$ cat src/hw/rtl/tdmr_pkg.sv
`default_nettype none

package tdmr_pkg;

   // register indexes, decoded from paddr[2]
   localparam logic REG_BACKGROUND = 1'b0;
   localparam logic REG_TEXT       = 1'b1;

   localparam int unsigned FRAME_PIXELS = 64;
   localparam int unsigned PIX_W        = $clog2(FRAME_PIXELS);

   typedef struct packed {
      logic [3:0] tens;
      logic [3:0] ones;
   } digits_type;

   typedef struct packed {
      logic [7:0] background;
      logic [7:0] text;
   } colors_type;

   // one glyph column of the 3x5 font: bit r lights glyph row r
   function automatic logic [4:0] font_column(input logic [3:0] digit, input logic [1:0] gcol);
      logic [14:0] glyph;
      begin
         case (digit)
            4'd0:    glyph = {5'h1F, 5'h11, 5'h1F};
            4'd1:    glyph = {5'h10, 5'h1F, 5'h11};
            4'd2:    glyph = {5'h17, 5'h15, 5'h1D};
            4'd3:    glyph = {5'h1F, 5'h15, 5'h15};
            4'd4:    glyph = {5'h1F, 5'h04, 5'h07};
            4'd5:    glyph = {5'h1D, 5'h15, 5'h17};
            4'd6:    glyph = {5'h1D, 5'h15, 5'h1F};
            4'd7:    glyph = {5'h1F, 5'h01, 5'h01};
            4'd8:    glyph = {5'h1F, 5'h15, 5'h1F};
            4'd9:    glyph = {5'h1F, 5'h15, 5'h17};
            default: glyph = '0;
         endcase
         case (gcol)
            2'd0:    font_column = glyph[4:0];
            2'd1:    font_column = glyph[9:5];
            2'd2:    font_column = glyph[14:10];
            default: font_column = '0;
         endcase
      end
   endfunction

endpackage

`default_nettype wire

$ cat src/hw/rtl/tdmr_front.sv
`default_nettype none

module tdmr_front
   import tdmr_pkg::*;
(
   input  wire logic       clock,
   input  wire logic       reset,
   input  wire logic       in_valid,
   output logic            in_ready,
   input  wire logic [7:0] in_number,
   output logic            out_valid,
   input  wire logic       out_ready,
   output digits_type      out_digits
);

   logic        valid_ff, valid_in;
   digits_type  digits_ff, digits_in;
   logic        load;
   logic [15:0] prod;
   logic [4:0]  quot;
   logic [7:0]  quot_x10;
   logic [7:0]  rem;

   // n/10 as (n*205)>>11, exact for every 8-bit n
   always_comb begin
      prod     = 16'(in_number) * 16'd205;
      quot     = prod[15:11];
      quot_x10 = {quot, 3'b000} + {2'b00, quot, 1'b0};
      rem      = in_number - quot_x10;
      digits_in.ones = rem[3:0];
      if (quot >= 5'd20) begin
         digits_in.tens = 4'(quot - 5'd20);
      end else if (quot >= 5'd10) begin
         digits_in.tens = 4'(quot - 5'd10);
      end else begin
         digits_in.tens = quot[3:0];
      end
   end

   assign in_ready = !valid_ff || out_ready;
   assign load     = in_valid && in_ready;

   always_comb begin
      if (load) begin
         valid_in = 1'b1;
      end else if (out_ready) begin
         valid_in = 1'b0;
      end else begin
         valid_in = valid_ff;
      end
   end

   always_ff @(posedge clock) begin
      if (reset) begin
         valid_ff <= 1'b0;
      end else begin
         valid_ff <= valid_in;
      end
   end

   always_ff @(posedge clock) begin
      if (load) begin
         digits_ff <= digits_in;
      end
   end

   assign out_valid  = valid_ff;
   assign out_digits = digits_ff;

endmodule

`default_nettype wire

$ cat src/hw/rtl/tdmr_queue.sv
`default_nettype none

module tdmr_queue
   import tdmr_pkg::*;
#(
   parameter int unsigned DEPTH = 2
) (
   input  wire logic       clock,
   input  wire logic       reset,
   input  wire logic       in_valid,
   output logic            in_ready,
   input  wire digits_type in_digits,
   output logic            out_valid,
   input  wire logic       out_ready,
   output digits_type      out_digits
);

   localparam int unsigned PTR_W = (DEPTH > 1) ? $clog2(DEPTH) : 1;
   localparam int unsigned CNT_W = $clog2(DEPTH + 1);

   digits_type       slots_ff [DEPTH];
   logic [PTR_W-1:0] wr_ptr_ff, wr_ptr_in;
   logic [PTR_W-1:0] rd_ptr_ff, rd_ptr_in;
   logic [CNT_W-1:0] count_ff, count_in;
   logic             push, pop;

   assign in_ready   = count_ff != CNT_W'(DEPTH);
   assign out_valid  = count_ff != '0;
   assign push       = in_valid && in_ready;
   assign pop        = out_valid && out_ready;
   assign out_digits = slots_ff[rd_ptr_ff];

   always_comb begin
      wr_ptr_in = wr_ptr_ff;
      rd_ptr_in = rd_ptr_ff;
      count_in  = count_ff;
      if (push) begin
         wr_ptr_in = (wr_ptr_ff == PTR_W'(DEPTH - 1)) ? '0 : wr_ptr_ff + 1'b1;
      end
      if (pop) begin
         rd_ptr_in = (rd_ptr_ff == PTR_W'(DEPTH - 1)) ? '0 : rd_ptr_ff + 1'b1;
      end
      if (push && !pop) begin
         count_in = count_ff + 1'b1;
      end else if (pop && !push) begin
         count_in = count_ff - 1'b1;
      end
   end

   always_ff @(posedge clock) begin
      if (reset) begin
         wr_ptr_ff <= '0;
         rd_ptr_ff <= '0;
         count_ff  <= '0;
      end else begin
         wr_ptr_ff <= wr_ptr_in;
         rd_ptr_ff <= rd_ptr_in;
         count_ff  <= count_in;
      end
   end

   always_ff @(posedge clock) begin
      if (push) begin
         slots_ff[wr_ptr_ff] <= in_digits;
      end
   end

`ifndef NO_ASSERTIONS
   a_count_bound: assert property (@(posedge clock) disable iff (reset)
      count_ff <= CNT_W'(DEPTH))
      else $error("queue fill beyond depth");

   a_count_push: assert property (@(posedge clock) disable iff (reset)
      push && !pop |=> count_ff == $past(count_ff) + 1'b1)
      else $error("queue fill not bumped on push");
`endif

endmodule

`default_nettype wire

$ cat src/hw/rtl/tdmr_back.sv
`default_nettype none

module tdmr_back
   import tdmr_pkg::*;
(
   input  wire logic       clock,
   input  wire logic       reset,
   input  wire colors_type colors,
   input  wire logic       in_valid,
   output logic            in_ready,
   input  wire digits_type in_digits,
   output logic            out_valid,
   input  wire logic       out_ready,
   output logic [7:0]      out_pixel_color,
   output logic            out_frame_last
);

   logic             active_ff, active_in;
   logic [PIX_W-1:0] cnt_ff, cnt_in;
   digits_type       digits_ff, digits_in;
   logic             valid_ff, valid_in;
   logic [7:0]       color_ff;
   logic             last_ff;
   logic             adv, emit, last, pop;
   logic [2:0]       col, row, grow;
   logic             in_rows, in_glyph;
   logic [3:0]       digit;
   logic [4:0]       glyph, glyph_bits;
   logic             lit;
   logic [7:0]       color;

   assign adv  = !valid_ff || out_ready;
   assign emit = adv && active_ff;
   assign last = cnt_ff == '1;
   // next frame is taken while idle, or in the cycle the last pixel of this one enters the pixel register
   assign pop      = in_valid && (!active_ff || (emit && last));
   assign in_ready = !active_ff || (emit && last);

   always_comb begin
      col     = cnt_ff[5:3];
      row     = cnt_ff[2:0];
      grow    = row - 3'd1;
      in_rows = (row >= 3'd1) && (row <= 3'd5);
      if (col < 3'd3) begin
         digit    = digits_ff.tens;
         in_glyph = 1'b1;
      end else if ((col >= 3'd4) && (col <= 3'd6)) begin
         digit    = digits_ff.ones;
         in_glyph = 1'b1;
      end else begin
         digit    = digits_ff.ones;
         in_glyph = 1'b0;
      end
      // columns 4..6 land on glyph columns 0..2 through the low bits
      glyph      = font_column(digit, col[1:0]);
      glyph_bits = glyph >> grow;
      lit        = in_rows && in_glyph && glyph_bits[0];
      color      = lit ? colors.text : colors.background;
   end

   always_comb begin
      active_in = active_ff;
      cnt_in    = cnt_ff;
      digits_in = digits_ff;
      valid_in  = valid_ff;
      if (emit) begin
         cnt_in = cnt_ff + 1'b1;
         if (last) begin
            active_in = 1'b0;
         end
      end
      if (pop) begin
         active_in = 1'b1;
         digits_in = in_digits;
      end
      if (adv) begin
         valid_in = active_ff;
      end
   end

   always_ff @(posedge clock) begin
      if (reset) begin
         active_ff <= 1'b0;
         cnt_ff    <= '0;
         valid_ff  <= 1'b0;
      end else begin
         active_ff <= active_in;
         cnt_ff    <= cnt_in;
         valid_ff  <= valid_in;
      end
   end

   always_ff @(posedge clock) begin
      digits_ff <= digits_in;
      if (emit) begin
         color_ff <= color;
         last_ff  <= last;
      end
   end

   assign out_valid       = valid_ff;
   assign out_pixel_color = color_ff;
   assign out_frame_last  = last_ff;

`ifndef NO_ASSERTIONS
   a_idle_count: assert property (@(posedge clock) disable iff (reset)
      !active_ff |-> cnt_ff == '0)
      else $error("pixel count not at frame start while idle");

   a_last_flag: assert property (@(posedge clock) disable iff (reset)
      emit |=> out_valid && (out_frame_last == $past(last)))
      else $error("frame end flag out of step with pixel count");
`endif

endmodule

`default_nettype wire

$ cat src/hw/rtl/two_digit_matrix_renderer_top.sv
`default_nettype none

// channel   direction  handshake              payload
// req       in         req_valid / req_ready  req_number[7:0]
// rsp       out        rsp_valid / rsp_ready  rsp_pixel_color[7:0], rsp_frame_last
// csr       in/out     psel, penable, pready  pwrite, paddr[2:0], pwdata, prdata
//
// each number gives 64 pixels, one per cycle while rsp_ready stays high;
// the pixel counter of the back end sets that rate.
// the first pixel is offered after the front reg, queue, frame load and pixel reg.
// synchronous active-high reset empties both stages and the queue, colors go to 0 and 255.
// a low rsp_ready stalls only the back end; the front keeps taking numbers until the queue fills.
module two_digit_matrix_renderer_top
   import tdmr_pkg::*;
#(
   parameter int unsigned QUEUE_DEPTH = 2
) (
   input  wire logic        clock,
   input  wire logic        reset,
   input  wire logic        req_valid,
   output logic             req_ready,
   input  wire logic [7:0]  req_number,
   output logic             rsp_valid,
   input  wire logic        rsp_ready,
   output logic [7:0]       rsp_pixel_color,
   output logic             rsp_frame_last,
   input  wire logic        psel,
   input  wire logic        penable,
   input  wire logic        pwrite,
   input  wire logic [2:0]  paddr,
   input  wire logic [31:0] pwdata,
   output logic [31:0]      prdata,
   output logic             pready
);

   colors_type colors_ff, colors_in;
   logic       csr_write;
   logic       front_valid, front_ready;
   digits_type front_digits;
   logic       queue_valid, queue_ready;
   digits_type queue_digits;
   logic [7:0] read_value;

   assign pready    = 1'b1;
   assign csr_write = psel && penable && pwrite;

   always_comb begin
      colors_in = colors_ff;
      unique case (paddr[2])
         REG_BACKGROUND: begin
            read_value = colors_ff.background;
            if (csr_write) begin
               colors_in.background = pwdata[7:0];
            end
         end
         REG_TEXT: begin
            read_value = colors_ff.text;
            if (csr_write) begin
               colors_in.text = pwdata[7:0];
            end
         end
         default: begin
            read_value = '0;
         end
      endcase
   end

   assign prdata = {24'd0, read_value};

   always_ff @(posedge clock) begin
      if (reset) begin
         colors_ff.background <= 8'd0;
         colors_ff.text       <= 8'd255;
      end else begin
         colors_ff <= colors_in;
      end
   end

   tdmr_front u_front (
      .clock      (clock),
      .reset      (reset),
      .in_valid   (req_valid),
      .in_ready   (req_ready),
      .in_number  (req_number),
      .out_valid  (front_valid),
      .out_ready  (front_ready),
      .out_digits (front_digits)
   );

   tdmr_queue #(
      .DEPTH (QUEUE_DEPTH)
   ) u_queue (
      .clock      (clock),
      .reset      (reset),
      .in_valid   (front_valid),
      .in_ready   (front_ready),
      .in_digits  (front_digits),
      .out_valid  (queue_valid),
      .out_ready  (queue_ready),
      .out_digits (queue_digits)
   );

   tdmr_back u_back (
      .clock           (clock),
      .reset           (reset),
      .colors          (colors_ff),
      .in_valid        (queue_valid),
      .in_ready        (queue_ready),
      .in_digits       (queue_digits),
      .out_valid       (rsp_valid),
      .out_ready       (rsp_ready),
      .out_pixel_color (rsp_pixel_color),
      .out_frame_last  (rsp_frame_last)
   );

endmodule

`default_nettype wire

$ cat config.mk
export PLATFORM = sky130hd
export DESIGN_NAME = two_digit_matrix_renderer_top
export DESIGN_NICKNAME = d
export VERILOG_FILES = /design/src/hw/rtl/tdmr_pkg.sv /design/src/hw/rtl/tdmr_front.sv /design/src/hw/rtl/tdmr_queue.sv /design/src/hw/rtl/tdmr_back.sv /design/src/hw/rtl/two_digit_matrix_renderer_top.sv
export SDC_FILE = /design/constraint.sdc
export NUM_CORES = 1
export LEC_CHECK = 0
export BUFFER_PORTS_ARGS = -buffer_cell sky130_fd_sc_hd__buf_2
export CAP_MARGIN = 25
export CORE_MARGIN = 5
export CORE_UTILIZATION = 50
export CTS_CLUSTER_SIZE = 20
export DETAILED_ROUTE_END_ITERATION = 8
export PLACE_DENSITY = 0.89
export SLEW_MARGIN = 20
export SYNTH_ARGS = -nofsm -noshare
export SYNTH_HDL_FRONTEND = slang
export SYNTH_SLANG_ARGS = --single-unit
$ cat constraint.sdc
create_clock -name clock -period 4.6 [get_ports clock]
set_input_delay 0.46 -clock clock [delete_from_list [all_inputs] [get_ports clock]]
set_output_delay 0.46 -clock clock [all_outputs]
set_load 0.01 [all_outputs]
# --- Word level (Yosys, flattened, before mapping) ---
# Memory sizes are Yosys's and may differ from the RTL's. A register that Yosys moved wholly into a read port is not among the register bits.
# Index checks and enable logic that the tools add are counted.
totals:
  ff_bits: 46
  ram_bits: 16
  romBits: 240
  input_bits: 50
  elab_cells: 88
  memories: 2
memory_table:
  columns: ["memory", "depth", "width", "rd", "rd_clocked_by_memory_dff", "wr", "line", "source"]
  rows:
  - ["(no name shown)", 16, 15, 1, 0, 0, "tdmr_pkg.sv:26", "case (digit)"]
  - ["u_queue.slots_ff", 2, 8, 1, 1, 1, "tdmr_queue.sv:21", "digits_type slots_ff [DEPTH];"]
op_classes:
  n_addsub: 10
  mul: 1
  n_lt_le_gt_ge: 7
  eq_ne: 4
  shift: 1
  muxes: 19
  n_bitwise: 1
  n_reduce_logical: 30
op_table:
  columns: ["operator", "n"]
  rows:
  - ["multiplier 8 x 8 -> 16 bit (second input constant)", 1]
  - ["one-hot mux 8 bit (2 select lines)", 1]
  - ["one-hot mux 5 bit (3 select lines)", 1]
  - ["logical AND 1 bit", 13]
  - ["2-to-1 mux 4 bit", 3]
  - ["2-to-1 mux 1 bit", 11]
  - ["nonzero test 2 bit", 5]
  - ["2-to-1 mux 8 bit", 1]
  - ["adder 6 x 1 -> 6 bit (second input constant)", 1]
  - ["== test 6 bit (second input constant)", 1]
  - ["less-or-equal comparator 3 bit (second input constant)", 2]
  - ["AND reduction 2 bit", 3]
  - [">= comparator 5 x 4 -> 1 bit (second input constant)", 1]
  - [">= comparator 5 bit (second input constant)", 1]
  - ["logical NOT 1 bit", 5]
  - ["right shift 5 x 3 -> 1 bit", 1]
  - ["adder 4 bit", 1]
  - ["2-to-1 mux 2 bit", 2]
  - ["subtractor 4 x 3 -> 4 bit (second input constant)", 1]
  - ["subtractor 4 bit", 1]
  - ["subtractor 4 bit (second input constant)", 1]
  - [">= comparator 3 x 1 -> 1 bit (second input constant)", 1]
  - [">= comparator 3 bit (second input constant)", 1]
  - ["logical OR 1 bit", 3]
  - ["10 further kinds", 11]

# --- Logic depth before layout (Yosys ltp) ---
logic_depth:
  word_depth: 9
  mapped_depth: 21
  depth_no_buf: 21

# --- By module ---
# Synthesis repeated with hierarchy kept, for this count alone.
unflattened:
  cells_unflattened: 501
  area_unflattened_um2: 5258.8
by_module_without_submodules:
  columns: ["module", "instances", "cells_per_inst", "area_per_inst_um2"]
  rows:
  - ["tdmr_front", 1, 177, 1764.2]
  - ["tdmr_back", 1, 168, 1697.9]
  - ["two_digit_matrix_renderer_top", 1, 107, 991.0]
  - ["tdmr_queue", 1, 49, 805.8]

# --- Worst setup path after synthesis ---
# No wires, ideal clock.
synth_timing:
  path_type: "input to register"
  startpoint: "input req_number[1]"
  endpoint: "register u_front.digits_ff, in the netlist u_front.out_digits[7] (data pin)"
  setup_ns: 0.138
  t_arrival_ns: 4.913
  slack_ns: -0.452
  path_stages: 18
  cell_sequence: "ha_1 fa_1 fa_1 inv_1 fa_1 inv_1 ha_1 a21o_1 a221o_1 or3_1 o21ai_2 xnor2_1 ha_1 nand2_1 mux2i_1 nand2b_1 a221o_1 nand4_1"
synth_rtl:
  columns: ["element", "line", "source"]
  rows:
  - ["from (decl)", "two_digit_matrix_renderer_top.sv:22", "input wire logic [7:0] req_number,"]
  - ["to (signal assigned)", "tdmr_front.sv:63", "digits_ff <= digits_in;"]
  - ["to (decl)", "tdmr_front.sv:17", "digits_type digits_ff, digits_in;"]

==> summary.txt <==
Outcome
  • Status: finished, violations left
  • Failing checks: negative setup slack

Worst setup path
  • Kind of critical path: input pin to flop
  • Worst setup EP type: flop
  • Worst EP arrival: 4.80 ns
  • Crit path largest cell delay: 0.54 ns
  • WP data required: 4.80 ns
  • Critical Path Stages: 19
  • Start of the worst register-to-register path: u_back.cnt_ff[3]
  • CP Launch Point: req_number[2]
  • CP top delay family: adder cells
  • R2r endpoint: u_back.out_pixel_color[6]
  • Critical Path Start Type: input pin
  • Critical path fanouts, max: 3
  • CP bufs+invs: 3
  • Crit-path cells: buf_8, ha_4, fa_1, fa_1, inv_2, fa_2, inv_2, ha_4, a21o_1, a221o_1, or3_4, o21ai_4, xnor2_2, ha_2, nand2b_1, mux2i_2, nand2b_1, a221o_1, nand4_1
  • Internal reg-to-reg setup slack: 1.18 ns
  • CP max stage cell: fa_2
  • Crit path capture: u_front.out_digits[7]
  • R2r worst-path depth: 9

Clocking
  • CTS root buf: clkbuf_8
  • H-tree depth: 3
  • Num CTS Buffers: 9
  • Clk sinks: 70
  • Worst-case clock buffer depth: 2
  • Cts hold-fix bufs: 0
  • Clk_lat worst skew: 0.35 ns
  • Clock tree from TritonCTS: built
  • Reg clk slew, reported paths: 0.09 ns

Yosys
  • Synth warn: 0
  • Prevailing post-synth register cell: edfxtp_1
  • Area contributors post-synth: edfxtp_1 (26%), ha_1 (16%), dfxtp_1 (12%)
  • Post-synth top area share: 26.44%
  • Unique masters post-synth: 50
  • FFs w/ async S/R, synth: 0%
  • Register area share after synthesis: 38.91%
  • Seq cells post-synth: 70
  • Cell taking the most area after synthesis: edfxtp_1
  • Synth Cell Area: 0.004656 mm2
  • Number of synthesized flops with an enable pin: 41
  • Synth Instances: 441
  • Syn_area_per_cell: 10.56 um2

Drt
  • Routed Wire Length: 9.338 mm
  • Wire per inst: 14.78 um
  • Post-route ant nets: 0
  • DRC Markers: 0
  • Vias: 3307
  • Number of vias per cell: 5.233
  • DR pass1 iterations: 4
  • DR iter-0 viols: 157

STA
  • Worst-Margin Slew: 0.6519 ns
  • RSZ-0062 raised after global routing: true
  • Fin worst setup slack: -0.0003011 ns
  • Fin Hold WS: 0.3521 ns
  • Setup TNS: -0.0003011 ns
  • Final hold vios: 0
  • Fmax: 217.4 MHz
  • Clock Skews: 0.01741 ns
  • Final setup viols: 1
  • Min Tclk post-route: 4.600 ns
  • Period utilisation layout: 100.0%
  • Worst slew margin: 56.38%
  • Pins over their slew limit: 0

Cells and area
  • Final #Nets: 634
  • Post-Route Utilization: 59.47%
  • Number of diodes: 0
  • Fillers: 692
  • Layout cells sized above 1: 26.10%
  • Area growth, synth to finish: 16.90%
  • Non-Filler Instances: 632

Placed design
  • GP Congestion: 0.8836
  • Detailed placer's ending HPWL: 7.304 mm
  • Cells after DPL: 614
  • Port Buffers: 42

Pwr
  • P_leak: 2.452 nW
  • PD cells: 491.7 mW/mm2
  • Max IR drop VDD: 0.2417 mV

Die
  • Initial Utilization: 50.87%
  • I/O pins: 94
  • Die area: 0.01134 mm2
  • Die X: 106.5 um
  • Core Area: 0.009153 mm2
  • Height of the die: 106.5 um
  • Row count: 35

GRT
  • GR Overflow Total: 0
  • GRT Overall Usage: 16.73%
  • First-pass GRT wire length: 15.16 mm
  • Initial antenna violation count: 0
  • Vias in the first global route: 3455
  • Largest net degree at the start of global routing: 30

Run
  • Maximum capacitance violations: 0

Hold path
  • Worst hold-check path type: input pin to flop
[tightest hold or removal path: cells and delay by family]
family | cells | cell delay [ns]
buf+inv | 1 | 0.09
simple gates | 2 | 0.12
[routing by layer]
metal,up-vias,global-route usage [%],wire length (um)
li1,1643,-,-
met5,-,0,0
met3,23,2.429,294
met2,70,33.03,5267
met1,1571,17.03,3489
met4,0,7.854,286
[power by group]
group          internal (W)  switching, W
sequential         0.000868     0.0000840
combinational      0.000578      0.000619
clock              0.000289      0.000238
[synthesized netlist by cell type, types with 2 or more instances]
library cell and n:
buf_4 25, mux2i_1 9, ha_1 58, a211oi_1 2, nor3b_1 2, a21o_1 3, o21ai_0 6, mux2_2 27
a221o_1 2, o21a_1 2, nor2_1 24, nor3_1 4, and3_1 3, dfxtp_1 29, a21oi_1 20, nand2b_1 4
xor2_1 11, or3_1 3, nand4_1 7, nand2_1 46, inv_1 38, fa_1 10, conb_1 2, a311oi_1 2
xnor2_1 12, edfxtp_1 41, nand3b_1 10, o31ai_1 2, nand3_1 7, nor2b_1 2, clkbuf_1 9
[state kept, by name, summed over array words and instances, names as in the netlist, 2 cells and up]
name                    cells
colors_ff                  16
u_queue.slots_ff           16
u_back.digits_ff            8
u_back.out_pixel_color      8
u_front.out_digits          8
u_back.cnt_ff               6
u_queue.count_ff            2
[worst min path at each step]
stage,startpoint,end,slack [ns],cells after the start
6_report,pwdata[6],colors_ff[6],0.35,3
5_1_grt,pwdata[6],colors_ff[14],0.34,3
4_1_cts,pwdata[1],colors_ff[9],0.34,3
3_5_place_dp,u_front.out_digits[2],u_queue.slots_ff[0][2],0.43,0
3_3_place_gp,u_front.out_digits[6],u_queue.slots_ff[0][6],0.42,0
2_1_floorplan,u_front.out_digits[0],u_queue.slots_ff[0][0],0.42,0
[what timing repair did]
item / in CTS / in global routing
buffers inserted: 1 / 1
resized for setup: 7 / 5
pin swaps: 11 / 8
cloned: 0 / 0
setup endpoints to repair: 2 / 2
[cell families (layout without fill, tap and decap cells)]
group / count (synthesis) / after routing / share of synthesized area [%]
buffers and inverters: 73 / 130 / 7.901
AND/OR/NAND/NOR: 119 / 119 / 12.71
adder cells (fa/ha/maj): 68 / 68 / 19.89
XOR/XNOR: 23 / 23 / 4.327
flip-flops: 70 / 70 / 38.91
other: 2 / 25 / 0.1613
multiplexers: 38 / 38 / 9.245
AO/OA/AOI/OAI: 48 / 48 / 6.853
[cell usage in the layout, fill, tap and decap left out, drive strengths merged, types with 2 or more instances in the layout]
master / synthesis / final
o21ai: 7 / 7
inv: 38 / 41
edfxtp: 41 / 41
nand3b: 10 / 10
or3: 3 / 3
nor2: 24 / 24
clkbuf: 9 / 11
a211oi: 2 / 2
a311oi: 2 / 2
buf: 26 / 76
xor2: 11 / 11
ha: 58 / 58
xnor2: 12 / 12
fa: 10 / 10
nand3: 8 / 8
and3: 3 / 3
a21oi: 21 / 21
nor3b: 2 / 2
nand2: 46 / 46
a21o: 3 / 3
nor3: 4 / 4
nand4: 8 / 8
mux2: 27 / 27
conb: 2 / 25
nand2b: 4 / 4
o31ai: 2 / 2
nor2b: 2 / 2
o21a: 2 / 2
dfxtp: 29 / 29
mux2i: 10 / 10
a221o: 2 / 2
[area by class of cell]
class	count	area, um2	share of cell area [%]
Clock buffer	11	152.6	2.805
Clock inverter	5	62.56	1.149
Inverter	38	142.6	2.621
Multi-Input combinational cell	321	2646	48.62
Sequential cell	70	1812	33.29
Tap cell	111	138.9	2.552
Timing Repair Buffer	76	488.0	8.966
[per-stage QoR]
step                total power, W  cell area [um2]  setup WS (ns)
floorplan                 0.001777             4807        -0.1356
CTS                       0.002673             5414       -0.03499
global route              0.002857             5443        -0.1213
finish                    0.002676             5443     -0.0003011
global placement          0.002026             5171        -0.2998
detailed placement        0.002122             5171        -0.4614
No activity file was read; power rests on OpenSTA's default activity.
